### config.mk
export PLATFORM = sky130hd
export DESIGN_NAME = size_class_fit_allocator
export DESIGN_NICKNAME = d
export VERILOG_FILES = /design/src/sv/scfa_pkg.sv /design/src/sv/size_class_fit_allocator.sv /design/src/sv/scfa_ram.sv /design/src/sv/scfa_ctrl.sv /design/src/sv/scfa_dp.sv
export SDC_FILE = /design/constraint.sdc
export NUM_CORES = 2
export LEC_CHECK = 0
export ABC_AREA = 0
export BUFFER_PORTS_ARGS = -buffer_cell sky130_fd_sc_hd__buf_2
export CAP_MARGIN = 25
export CORE_AREA = 2 2 430 432
export DETAILED_ROUTE_END_ITERATION = 8
export DIE_AREA = 0 0 432 434
export GPL_ROUTABILITY_DRIVEN = 0
export PLACE_DENSITY_LB_ADDON = 0.2
export SYNTH_ARGS = -nofsm -noshare
export SYNTH_HDL_FRONTEND = slang
export SYNTH_HIERARCHICAL = 1
export SYNTH_SLANG_ARGS = --single-unit
### constraint.sdc
create_clock -name clk -period 11.4 [get_ports clk]
set_input_delay 2.28 -clock clk [delete_from_list [all_inputs] [get_ports clk]]
set_output_delay 2.28 -clock clk [all_outputs]
set_load 0.01 [all_outputs]
### src/sv/scfa_pkg.sv
// Shared types, constants and helpers for the size class fit allocator.
package scfa_pkg;

  localparam int FREE_DEPTH  = 16;
  localparam int STACK_DEPTH = 16;
  localparam int FI_W = $clog2(FREE_DEPTH);
  localparam int FC_W = $clog2(FREE_DEPTH + 1);
  localparam int SI_W = $clog2(STACK_DEPTH);
  localparam int SC_W = $clog2(STACK_DEPTH + 1);

  localparam int SIZE_W = 16;
  localparam int ADDR_W = 32;
  localparam int STAT_W = 3;

  localparam int CFG_IDX_W  = 2;
  localparam int CFG_DATA_W = 32;
  localparam logic [CFG_IDX_W-1:0] REG_FIT_MODE   = 2'd0;
  localparam logic [CFG_IDX_W-1:0] REG_HEAP_BASE  = 2'd1;
  localparam logic [CFG_IDX_W-1:0] REG_HEAP_LIMIT = 2'd2;

  localparam logic CMD_ALLOC = 1'b0;
  localparam logic CMD_FREE  = 1'b1;

  localparam logic [STAT_W-1:0] ST_REUSED     = 3'd0;
  localparam logic [STAT_W-1:0] ST_HEAP       = 3'd1;
  localparam logic [STAT_W-1:0] ST_FREED      = 3'd2;
  localparam logic [STAT_W-1:0] ST_NO_FREE    = 3'd3;
  localparam logic [STAT_W-1:0] ST_HEAP_EXH   = 3'd4;
  localparam logic [STAT_W-1:0] ST_STACK_FULL = 3'd5;
  localparam logic [STAT_W-1:0] ST_FREE_FULL  = 3'd6;

  localparam int NUM_CLASSES = 5;
  localparam logic [SIZE_W-1:0] SIZE_CLASS [NUM_CLASSES] =
    '{16'd32, 16'd64, 16'd128, 16'd256, 16'd512};

  typedef struct packed {
    logic              command;
    logic [SIZE_W-1:0] request_size;
  } in_item_t;

  typedef struct packed {
    logic [STAT_W-1:0] status;
    logic [ADDR_W-1:0] address;
    logic [SIZE_W-1:0] block_size;
  } out_item_t;

  // One block: used for both free list and allocation stack entries
  typedef struct packed {
    logic [SIZE_W-1:0] size;
    logic [ADDR_W-1:0] addr;
  } blk_t;

  localparam int BLK_W = $bits(blk_t);

  typedef struct packed {
    logic              load;
    logic              scan_init;
    logic              scan_run;
    logic              move_init;
    logic              move_run;
    logic              take_reuse;
    logic              take_heap;
    logic              free_push;
    logic              err;
    logic [STAT_W-1:0] err_code;
  } dp_cmd_t;

  typedef struct packed {
    logic is_free;
    logic stack_full;
    logic stack_empty;
    logic free_empty;
    logic free_full;
    logic heap_ok;
    logic scan_done;
    logic found;
    logic move_done;
  } dp_sts_t;

  function automatic logic [SIZE_W-1:0] round_request(input logic [SIZE_W-1:0] req);
    logic [SIZE_W-1:0] r;
    r = req;
    for (int k = NUM_CLASSES - 1; k >= 0; k--) begin
      if (req <= SIZE_CLASS[k]) r = SIZE_CLASS[k];
    end
    return r;
  endfunction

endpackage

### src/sv/size_class_fit_allocator.sv
// Sequence from accepted start to out_valid: an error found at decode ends there; a free commits
// in the free write state; an allocate with an empty free list goes to the heap; otherwise the free
// list is scanned and, on a hit, compacted before the grant, or the request falls back to the heap.
// One command at a time: busy stays high until the result strobe; the scan and the
// compaction each walk the free list memory one entry per cycle through its read port.
// Synchronous active-low reset clears both counts, fit_mode and heap pointer; heap limit to all ones.
module size_class_fit_allocator import scfa_pkg::*; (
  input  logic                  clk,
  input  logic                  rst_n,
  input  logic                  start,
  output logic                  busy,
  input  in_item_t              in_data,
  output logic                  out_valid,
  output out_item_t             out_data,
  input  logic                  cfg_we,
  input  logic [CFG_IDX_W-1:0]  cfg_index,
  input  logic [CFG_DATA_W-1:0] cfg_data
);

  dp_cmd_t cmd;
  dp_sts_t sts;

  scfa_ctrl u_ctrl (
    .clk       (clk),
    .rst_n     (rst_n),
    .start     (start),
    .sts       (sts),
    .busy      (busy),
    .out_valid (out_valid),
    .cmd       (cmd)
  );

  scfa_dp u_dp (
    .clk       (clk),
    .rst_n     (rst_n),
    .cmd       (cmd),
    .sts       (sts),
    .in_data   (in_data),
    .cfg_we    (cfg_we),
    .cfg_index (cfg_index),
    .cfg_data  (cfg_data),
    .out_data  (out_data)
  );

endmodule

### src/sv/scfa_ram.sv
// Generic single-write, single-read RAM with registered read data.
module scfa_ram #(
  parameter int WIDTH = 8,
  parameter int DEPTH = 16
) (
  input  logic                     clk,
  input  logic                     we,
  input  logic [$clog2(DEPTH)-1:0] waddr,
  input  logic [WIDTH-1:0]         wdata,
  input  logic [$clog2(DEPTH)-1:0] raddr,
  output logic [WIDTH-1:0]         rdata
);

  logic [WIDTH-1:0] mem [DEPTH];

  always_ff @(posedge clk) begin
    if (we) mem[waddr] <= wdata;
    rdata <= mem[raddr];
  end

endmodule

### src/sv/scfa_ctrl.sv
// Command sequencer for the allocator: decide, scan, compact, grant or free.
module scfa_ctrl import scfa_pkg::*; (
  input  logic    clk,
  input  logic    rst_n,
  input  logic    start,
  input  dp_sts_t sts,
  output logic    busy,
  output logic    out_valid,
  output dp_cmd_t cmd
);

  localparam logic [2:0] S_IDLE    = 3'd0;
  localparam logic [2:0] S_DECIDE  = 3'd1;
  localparam logic [2:0] S_SCAN    = 3'd2;
  localparam logic [2:0] S_MOVE    = 3'd3;
  localparam logic [2:0] S_HEAP    = 3'd4;
  localparam logic [2:0] S_FREE_WR = 3'd5;

  logic [2:0] state_r, state_nxt;
  logic       out_valid_r, out_valid_nxt;

  always_comb begin
    state_nxt     = state_r;
    out_valid_nxt = 1'b0;
    cmd           = '0;
    case (state_r)
      S_IDLE: begin
        if (start) begin
          cmd.load  = 1'b1;
          state_nxt = S_DECIDE;
        end
      end
      S_DECIDE: begin
        if (sts.is_free) begin
          if (sts.stack_empty) begin
            cmd.err      = 1'b1;
            cmd.err_code = ST_NO_FREE;
            state_nxt    = S_IDLE;
          end else if (sts.free_full) begin
            cmd.err      = 1'b1;
            cmd.err_code = ST_FREE_FULL;
            state_nxt    = S_IDLE;
          end else begin
            // stack top read is under way; commit next cycle
            state_nxt = S_FREE_WR;
          end
        end else if (sts.stack_full) begin
          cmd.err      = 1'b1;
          cmd.err_code = ST_STACK_FULL;
          state_nxt    = S_IDLE;
        end else if (sts.free_empty) begin
          state_nxt = S_HEAP;
        end else begin
          cmd.scan_init = 1'b1;
          state_nxt     = S_SCAN;
        end
      end
      S_SCAN: begin
        cmd.scan_run = 1'b1;
        if (sts.scan_done) begin
          if (sts.found) begin
            cmd.move_init = 1'b1;
            state_nxt     = S_MOVE;
          end else begin
            state_nxt = S_HEAP;
          end
        end
      end
      S_MOVE: begin
        cmd.move_run = 1'b1;
        if (sts.move_done) begin
          cmd.take_reuse = 1'b1;
          state_nxt      = S_IDLE;
        end
      end
      S_HEAP: begin
        if (sts.heap_ok) begin
          cmd.take_heap = 1'b1;
        end else begin
          cmd.err      = 1'b1;
          cmd.err_code = ST_HEAP_EXH;
        end
        state_nxt = S_IDLE;
      end
      S_FREE_WR: begin
        cmd.free_push = 1'b1;
        state_nxt     = S_IDLE;
      end
      default: state_nxt = S_IDLE;
    endcase
    if (cmd.err || cmd.take_heap || cmd.take_reuse || cmd.free_push) out_valid_nxt = 1'b1;
  end

  always_ff @(posedge clk) begin
    if (!rst_n) begin
      state_r     <= S_IDLE;
      out_valid_r <= 1'b0;
    end else begin
      state_r     <= state_nxt;
      out_valid_r <= out_valid_nxt;
    end
  end

  assign busy      = (state_r != S_IDLE);
  assign out_valid = out_valid_r;

endmodule

### src/sv/scfa_dp.sv
// Allocator datapath: registers, free list and stack memories, scan and compaction.
module scfa_dp import scfa_pkg::*; (
  input  logic                  clk,
  input  logic                  rst_n,
  input  dp_cmd_t               cmd,
  output dp_sts_t               sts,
  input  in_item_t              in_data,
  input  logic                  cfg_we,
  input  logic [CFG_IDX_W-1:0]  cfg_index,
  input  logic [CFG_DATA_W-1:0] cfg_data,
  output out_item_t             out_data
);

  logic              fit_mode_r;
  logic [ADDR_W-1:0] heap_ptr_r;
  logic [ADDR_W-1:0] heap_limit_r;
  logic [FC_W-1:0]   free_cnt_r;
  logic [SC_W-1:0]   stack_cnt_r;

  logic              cmd_free_r;
  logic [SIZE_W-1:0] size_r;

  logic [FC_W-1:0]   scan_idx_r;
  logic [FI_W-1:0]   cmp_idx_r;
  logic              cmp_vld_r;
  logic              found_r;
  logic [FI_W-1:0]   pick_idx_r;
  blk_t              pick_r;

  logic [FI_W-1:0]   mv_idx_r;
  logic [FI_W-1:0]   wr_addr_r;
  logic              wr_pend_r;

  out_item_t         out_r;

  blk_t              free_rdata, stack_rdata, free_wdata, stack_wdata;
  logic              free_we, stack_we;
  logic [FI_W-1:0]   free_waddr, free_raddr;
  logic [SC_W-1:0]   stack_top;

  logic              fits, hit, scan_issue, last_cmp, mv_issue;
  logic [FC_W-1:0]   mv_next;
  logic [ADDR_W:0]   heap_sum;

  assign fits = free_rdata.size >= size_r;
  // best fit keeps the earliest of equal sizes: strictly smaller only
  assign hit  = cmp_vld_r && fits &&
                (!found_r || (fit_mode_r && (free_rdata.size < pick_r.size)));
  assign scan_issue = scan_idx_r < free_cnt_r;
  assign last_cmp   = (FC_W'(cmp_idx_r) + FC_W'(1)) == free_cnt_r;
  assign mv_next    = FC_W'(mv_idx_r) + FC_W'(1);
  assign mv_issue   = mv_next < free_cnt_r;
  assign heap_sum   = {1'b0, heap_ptr_r} + (ADDR_W + 1)'(size_r);
  assign stack_top  = stack_cnt_r - SC_W'(1);

  always_comb begin
    sts.is_free     = cmd_free_r;
    sts.stack_full  = stack_cnt_r == SC_W'(STACK_DEPTH);
    sts.stack_empty = stack_cnt_r == '0;
    sts.free_empty  = free_cnt_r == '0;
    sts.free_full   = free_cnt_r == FC_W'(FREE_DEPTH);
    sts.heap_ok     = heap_sum <= {1'b0, heap_limit_r};
    sts.scan_done   = cmp_vld_r && (last_cmp || (!fit_mode_r && fits));
    sts.found       = found_r || (cmp_vld_r && fits);
    sts.move_done   = !mv_issue && !wr_pend_r;
  end

  always_comb begin
    if (cmd.scan_init)     free_raddr = '0;
    else if (cmd.move_run) free_raddr = mv_next[FI_W-1:0];
    else                   free_raddr = scan_idx_r[FI_W-1:0];

    free_we    = cmd.free_push || (cmd.move_run && wr_pend_r);
    free_waddr = cmd.free_push ? free_cnt_r[FI_W-1:0] : wr_addr_r;
    free_wdata = cmd.free_push ? stack_rdata : free_rdata;

    stack_we         = cmd.take_reuse || cmd.take_heap;
    stack_wdata.size = cmd.take_reuse ? pick_r.size : size_r;
    stack_wdata.addr = cmd.take_reuse ? pick_r.addr : heap_ptr_r;
  end

  scfa_ram #(.WIDTH(BLK_W), .DEPTH(FREE_DEPTH)) u_free_ram (
    .clk   (clk),
    .we    (free_we),
    .waddr (free_waddr),
    .wdata (free_wdata),
    .raddr (free_raddr),
    .rdata (free_rdata)
  );

  scfa_ram #(.WIDTH(BLK_W), .DEPTH(STACK_DEPTH)) u_stack_ram (
    .clk   (clk),
    .we    (stack_we),
    .waddr (stack_cnt_r[SI_W-1:0]),
    .wdata (stack_wdata),
    .raddr (stack_top[SI_W-1:0]),
    .rdata (stack_rdata)
  );

  // control state
  always_ff @(posedge clk) begin
    if (!rst_n) begin
      fit_mode_r   <= 1'b0;
      heap_ptr_r   <= '0;
      heap_limit_r <= '1;
      free_cnt_r   <= '0;
      stack_cnt_r  <= '0;
      cmp_vld_r    <= 1'b0;
      found_r      <= 1'b0;
      wr_pend_r    <= 1'b0;
    end else begin
      if (cmd.scan_init) begin
        cmp_vld_r <= 1'b1;
        found_r   <= 1'b0;
      end else if (cmd.scan_run) begin
        cmp_vld_r <= scan_issue;
        if (hit) found_r <= 1'b1;
      end

      if (cmd.move_init)     wr_pend_r <= 1'b0;
      else if (cmd.move_run) wr_pend_r <= mv_issue;

      if (cmd.take_reuse) begin
        free_cnt_r  <= free_cnt_r - FC_W'(1);
        stack_cnt_r <= stack_cnt_r + SC_W'(1);
      end
      if (cmd.take_heap) begin
        stack_cnt_r <= stack_cnt_r + SC_W'(1);
        heap_ptr_r  <= heap_sum[ADDR_W-1:0];
      end
      if (cmd.free_push) begin
        free_cnt_r  <= free_cnt_r + FC_W'(1);
        stack_cnt_r <= stack_top;
      end

      if (cfg_we) begin
        case (cfg_index)
          REG_FIT_MODE:   fit_mode_r   <= cfg_data[0];
          REG_HEAP_BASE:  heap_ptr_r   <= cfg_data;
          REG_HEAP_LIMIT: heap_limit_r <= cfg_data;
          default: ;
        endcase
      end
    end
  end

  // payload
  always_ff @(posedge clk) begin
    if (cmd.load) begin
      cmd_free_r <= in_data.command == CMD_FREE;
      size_r     <= round_request(in_data.request_size);
    end

    if (cmd.scan_init) begin
      scan_idx_r <= FC_W'(1);
      cmp_idx_r  <= '0;
    end else if (cmd.scan_run) begin
      cmp_idx_r <= scan_idx_r[FI_W-1:0];
      if (scan_issue) scan_idx_r <= scan_idx_r + FC_W'(1);
    end
    if (cmd.scan_run && hit) begin
      pick_idx_r <= cmp_idx_r;
      pick_r     <= free_rdata;
    end

    if (cmd.move_init) begin
      mv_idx_r <= hit ? cmp_idx_r : pick_idx_r;
    end else if (cmd.move_run && mv_issue) begin
      wr_addr_r <= mv_idx_r;
      mv_idx_r  <= mv_next[FI_W-1:0];
    end

    if (cmd.take_reuse) begin
      out_r.status     <= ST_REUSED;
      out_r.address    <= pick_r.addr;
      out_r.block_size <= pick_r.size;
    end else if (cmd.take_heap) begin
      out_r.status     <= ST_HEAP;
      out_r.address    <= heap_ptr_r;
      out_r.block_size <= size_r;
    end else if (cmd.free_push) begin
      out_r.status     <= ST_FREED;
      out_r.address    <= stack_rdata.addr;
      out_r.block_size <= stack_rdata.size;
    end else if (cmd.err) begin
      out_r.status     <= cmd.err_code;
      out_r.address    <= '0;
      out_r.block_size <= cmd_free_r ? '0 : size_r;
    end
  end

  assign out_data = out_r;

endmodule

Yosys cells after proc, flatten, opt, wreduce, memory -nomap -nowiden
Memories as Yosys holds them, arrays and structs flattened. A register that Yosys moved wholly into a read port is not among the register bits.
Cells that the tools add are included.
Storage, ports and cells
  bits in read-only memories: 0
  latch bits: 0
  input port bits: 55
  memories kept: 2
  output and inout port bits: 53
  register bits after elaboration: 219
  RAM bits: 1536
Memories
  u_dp.u_free_ram.mem: words 16, bits a word 48, rd ports 1, clocked after memory_dff 1, write ports 1, RTL line scfa_ram.sv:14  | logic [WIDTH-1:0] mem [DEPTH];
  u_dp.u_stack_ram.mem: words 16, bits a word 48, rd ports 1, clocked after memory_dff 1, write ports 1, RTL line scfa_ram.sv:14
Operators by class
  div/mod/pow operators: 0
  muxes and demuxes: 63
  add/subtract/negate cells: 8
  bitwise logic cells: 2
  equal/unequal tests: 13
  shift-type cells: 0
  reductions and logical operators: 47
  multipliers: 0
  order comparisons: 10
Operators by type and width (count)
  2-to-1 mux 32 bit: 4
  2-to-1 mux 50 bit: 2
  2-to-1 mux 48 bit: 2
  2-to-1 mux 49 bit: 1
  2-to-1 mux 4 bit: 11
  adder 32 x 16 -> 33 bit: 1
  less-or-equal comparator 33 x 32 -> 1 bit: 1
  2-to-1 mux 16 bit: 2
  2-to-1 mux 3 bit: 9
  2-to-1 mux 5 bit: 5
  2-to-1 mux 1 bit: 19
  greater-or-equal comparator 16 bit: 1
  less-or-equal comparator 16 x 10 -> 1 bit, second input constant: 1
  less-or-equal comparator 16 x 6 -> 1 bit, second input constant: 1
  less-or-equal comparator 16 x 7 -> 1 bit, second input constant: 1
  less-or-equal comparator 16 x 8 -> 1 bit, second input constant: 1
  less-or-equal comparator 16 x 9 -> 1 bit, second input constant: 1
  < comparator 16 bit: 1
  adder 5 x 1 -> 5 bit, second input constant: 3
  one-hot mux 3 bit (4 select lines): 1
  adder 4 x 1 -> 5 bit, second input constant: 2
  equality test 5 bit, second input constant: 2
  logical NOT 5 bit: 2
  < comparator 5 bit: 2
  other kinds (29): 67

Depth between registers and ports, before layout
  depth after elaboration: 10
  mapped depth: 27
  mapped depth without buffers: 25

Hierarchy
The synthesis kept the hierarchy.
Modules (own cells, without submodules)
  scfa_ram: instances 2, cells each 1242, area an instance 29691.0 um2, seq. area each 24023.0 um2
  scfa_dp: instances 1, cells each 1487, area an instance 13043.8 um2, seq. area each 5555.3 um2
  scfa_ctrl: instances 1, cells each 55, area an instance 396.6 um2, seq. area each 80.1 um2

Worst setup path before layout
Ideal clock, no wire load.
  path type: reg-to-reg
  start point: reg u_dp.size_r[0]
  end point: mem u_dp/u_stack_ram/mem[0][0] (netlist bit) (enable)
  setup time: 513 ps
  slack: 2785 ps
  path buffers: 2
  cell stages (with the launch flop): 24
  clock period less this slack: 8615 ps
  data arrival time: 8102 ps
  cells stage by stage: edfxtp_1 -> ha_1 -> fa_1 -> a21oi_1 -> o22ai_1 -> o21a_1 -> o41ai_2 -> buf_2 -> nor2_2 -> nand2_1 -> xnor2_1 -> ha_1 -> a21o_1 -> a21oi_1 -> o21ai_0 -> a2111oi_0 -> nand3_1 -> a2bb2oi_1 -> and3_1 -> clkbuf_1 -> nor2_1 -> clkinv_1 -> or3b_2 -> nor3_1
RTL lines
  start: declaration: RTL line scfa_dp.sv:21  | logic [SIZE_W-1:0] size_r;
  start signal: assignment: RTL line scfa_dp.sv:151  | size_r <= round_request(in_data.request_size);
  end: declaration: RTL line scfa_ram.sv:14

==> results.txt <==
- Setup repair after global routing left no endpoint under its margin.
- In the synthesized netlist, mux cells make up 12.5% of the area.
* Max-slew headroom at the worst pin: between 20% and 30%
- In the synthesized netlist, the cells that appear most often are sky130_fd_sc_hd__edfxtp_1 (1661), sky130_fd_sc_hd__mux4_2 (384), sky130_fd_sc_hd__nand2_1 (272), sky130_fd_sc_hd__a22oi_1 (193), sky130_fd_sc_hd__dfxtp_1 (190).
- The floorplan step set the die width to 432 um.
* Data arrival time at the worst-slack endpoint: 8.16 ns
- Setup violations remaining at the end of the flow were counted as 0.
- The clock drives 1851 sinks.
* Capturing element type of the critical path: flip-flop
- Die ar.: 187000 um^2
- HPWL reported at the end of detailed placement: 120000 um
- Primary flip-flop cell chosen by synthesis mapping: sky130_fd_sc_hd__edfxtp_1
* Utilization after layout: 45.7%
- Global routing used 2.82% of the available met3 tracks.
- Relative to the synthesized area, the layout overhead comes to 14.4%.
* Minimum setup slack among reg-to-reg paths: 3.69 ns
- Top achievable clock speed: approximately 130 MHz
- Number of standard cells in the layout, taps in and fillers out: 6824
- For this run, global-route usage on met2 was measured as 33.8%.
- Via count of the first global-routing pass: 38100
* Standard cell core area: 182000 um^2
- Post-placement cell count: 6458
- In this run the remaining antenna-violating nets after routing total 0.
- The synthesized netlist devotes 5.44% of its cell area to compound gates.
- After synthesis, the cell types taking the most area are sky130_fd_sc_hd__edfxtp_1 (68%), sky130_fd_sc_hd__mux4_2 (12%), sky130_fd_sc_hd__dfxtp_1 (5.2%).
- Clock-pin slew was measured on the worst setup and hold paths at 0.06 ns.
- Number of vias after detailed routing: ~38000
- Across every metal layer, demand over resource in global routing totals 20.7%.
- Detailed-router iteration count before antenna repair: 6
* Total congestion overflow after global routing: 0
- Detailed router's first-iteration violation count: roughly 4000
* Source-to-sink clock delay at the later pin of the worst-skew pair: 0.81 ns
* Share of Yosys cell area claimed by the top area cell type: between 60% and 70%
- Global routing consumed, on the met1 layer, 27.9% of the routing resources.
* Global-route wire length before repair: 278000 um
- The die is approximately 430 um tall.
- Once the clock tree was built, the setup fixing pass inserted 0 buffers.
- The H-tree was split into 4 levels.
* Clock root buffer: sky130_fd_sc_hd__clkbuf_16
* Clock tree from TritonCTS: done
* Crit path launch type: flip-flop
- For the pin with the worst max-slew slack, the measured transition is roughly 1.1 ns.
* Number of unique standard cell types used by synthesis: just under 80
- The worst setup path is of the flip-flop to flip-flop kind.
* Total of max-cap violations: 0
- After detailed routing, the number of remaining DRC violations is 0.
* Antenna violations before repair: 6
- Worst-path fanout max: 32
* Floorplan row count: 157
- Number of standard cells after synthesis: 4026
* Hold-fix buffers at CTS: 0
* Async S/R FF share, synth: 0%
- Counting every net in the synthesized netlist gives 4179.
* Highest-utilization routing layer at the global route stage: met2
- Across all setup checks in the final design, the least slack found is around 3.7 ns.
* Initial core utilization: 39.9%
* Cell with the most instances after synthesis: sky130_fd_sc_hd__edfxtp_1
- Port bufs: between 100 and 150
* Drt total wl: 195000 um
* EDFF count, synth: 1661
* Status: finished clean
- Synthesis-stage register bit count: 1851
- Measured in cells, the most critical reg-to-reg path has a length of 21.
* Synthesized-area fraction occupied by adder cells: 1.70%
- Maximum vdd drop: around 0.18 mV
* Fin crit share: 67.7%
- Largest family of logic cells by synthesized area: multiplexers
- The path class of the tightest hold or removal check is flip-flop to flip-flop.
- The final number of hold-violating endpoints came to 0.
- Routed wire length per instance: ~29 um
- For this design the top-level I/O count stands at 108.
- The largest total area in the synthesized netlist belongs to sky130_fd_sc_hd__edfxtp_1.
* Leakage power of the design: 28.0 nW
- The max-slew violation count came to 0.
* Fraction of the mapped netlist area in simple logic gates: between 3 and 4%
- Before CTS, the worst setup slack after placement is 3.77 ns.
- In this run the cell area of the synthesized design comes to 72800 um^2.
* Required arrival time at the worst endpoint: 11.85 ns
- Number of warning messages in the yosys log: 6
- Entering global routing, the biggest net connects 108 pins.
- Fin Clk Skew: 0.0248 ns
* Fraction of layout instances using a drive strength above 1: 23.0%
- In this run, post-CTS repair resized a total of 0 instances.
* Power per unit of standard cell area: slightly below 200 nW/um^2
- After Yosys synthesis, XOR and XNOR cells account for less than 1% of the synthesized area.
- The smallest clock period supported by the final layout is computed as 7.71 ns.
- Using the TritonRoute via totals, the vias-per-cell ratio works out to 5.59.
- The share of the Yosys chip area taken by registers is 73.7%.
- Post-Route Setup TNS: 0 ns
* Max clock buf depth: 3
- Mean instance size in the synthesized netlist: 18.1 um^2
* Number of clock buffers inserted by TritonCTS: 190
* Cell count of the worst hold path: 0
* Number of nets in the finished design: 4420
critical path, stage by stage (launching register included):
cell and delay [ns]:
sky130_fd_sc_hd__edfxtp_1 0.50, sky130_fd_sc_hd__ha_1 0.52, sky130_fd_sc_hd__nand4_1 0.19, sky130_fd_sc_hd__nor3_1 0.20, sky130_fd_sc_hd__o21ai_0 0.19, sky130_fd_sc_hd__a21oi_1 0.62
sky130_fd_sc_hd__o21a_1 0.34, sky130_fd_sc_hd__nand4_1 0.16, sky130_fd_sc_hd__xnor2_1 0.18, sky130_fd_sc_hd__ha_1 0.33, sky130_fd_sc_hd__a41o_1 0.22, sky130_fd_sc_hd__a21oi_1 0.13
sky130_fd_sc_hd__o21ai_0 0.13, sky130_fd_sc_hd__a2111oi_0 0.39, sky130_fd_sc_hd__nand3_1 0.13, sky130_fd_sc_hd__a2bb2oi_1 0.51, sky130_fd_sc_hd__and3_4 0.53, sky130_fd_sc_hd__nor2_1 0.15
sky130_fd_sc_hd__clkinv_1 0.28, sky130_fd_sc_hd__nand3b_1 0.36, sky130_fd_sc_hd__nor2_4 0.73, sky130_fd_sc_hd__buf_4 0.50
cells in the final DEF (no fill, tap or decap), types with 25 or more instances in the layout:
cell type                   count
sky130_fd_sc_hd__dfxtp_1      190
sky130_fd_sc_hd__clkinv_1      35
sky130_fd_sc_hd__a22oi_1      193
sky130_fd_sc_hd__ha_1          96
sky130_fd_sc_hd__o211ai_1      42
sky130_fd_sc_hd__mux4_2       384
sky130_fd_sc_hd__nor2_1       109
sky130_fd_sc_hd__nor3_1        25
sky130_fd_sc_hd__xnor2_1       50
sky130_fd_sc_hd__clkinv_2      34
sky130_fd_sc_hd__a21oi_1      106
sky130_fd_sc_hd__clkbuf_16    192
sky130_fd_sc_hd__buf_4        150
sky130_fd_sc_hd__edfxtp_1    1661
sky130_fd_sc_hd__nand2_1      272
sky130_fd_sc_hd__nor2_4        27
sky130_fd_sc_hd__buf_2        107
sky130_fd_sc_hd__inv_1        167
sky130_fd_sc_hd__clkbuf_1      36
sky130_fd_sc_hd__o21ai_0      171
area by class of cell:
cell class | instances | area [um^2]
diodes | 7 | 17.5
clock buffers | 241 | 5120
clock inverters | 116 | 1240
fillers | 15400 | 99200
inverters | 172 | 663
multi-input cells | 1789 | 17800
flip-flops and latches | 1851 | 53700
well taps | 2385 | 2980
repair buffers | 263 | 1780
power breakdown:
| group | switching, mW | leakage, nW | internal (mW) |
|---|---|---|---|
| clock network | 2.63 | 3.10 | 3.69 |
| registers | 0.151 | 16.7 | 7.76 |
| logic | 1.05 | 8.18 | 0.745 |
| total | 3.83 | 28.0 | 12.2 |
layer usage:
layer	vias up	part of all wire, %
met5	-	0.0072
met4	2	4.2
met3	297	5.2
met2	1192	49
met1	20100	42
li1	16600	-
metrics by stage:
stage | instance area [um^2] | hold WS, ns | total power [mW]
2_1_floorplan | 72800 | 0.408 | 9.23
3_3_place_gp | 76900 | 0.409 | 9.85
3_5_place_dp | 76900 | 0.416 | 9.86
4_1_cts | 83300 | 0.430 | 16.2
5_1_grt | 83300 | 0.437 | 16.6
6_report | 83300 | 0.429 | 16.0
path summary, 6_finish.rpt:
check,start,endpoint
max,u_dp/size_r[11]$_SDFFCE_PP0P_,u_dp/u_stack_ram/mem[5][14]$_DFFE_PP_
min,u_dp/u_free_ram/rdata[28]$_DFF_P_,u_dp/pick_r[28]$_DFFE_PP_
max reg2reg,u_dp/size_r[11]$_SDFFCE_PP0P_,u_dp/u_stack_ram/mem[5][14]$_DFFE_PP_
min reg2reg,u_dp/u_free_ram/rdata[28]$_DFF_P_,u_dp/pick_r[28]$_DFFE_PP_
logic make-up after synthesis:
family | Yosys count
AO/OA/AOI/OAI | 612
XOR/XNOR | 64
adder cells (fa/ha/maj) | 98
buffers and inverters | 386
flip-flops | 1851
multiplexers | 426
AND/OR/NAND/NOR | 589
flip-flops by register name, summed over array words and instances (netlist names), 5 cells and up:
register / flops
u_dp/size_r: 16
u_dp/heap_limit_r: 32
u_dp/u_stack_ram/mem: 768
u_dp/u_stack_ram/rdata: 48
u_dp/scan_idx_r: 5
u_dp/stack_cnt_r: 5
u_dp/pick_r: 48
u_dp/heap_ptr_r: 32
u_dp/out_data: 51
u_dp/u_free_ram/rdata: 48
u_dp/free_cnt_r: 5
u_dp/u_free_ram/mem: 768
(Power assumes the default switching activity.)
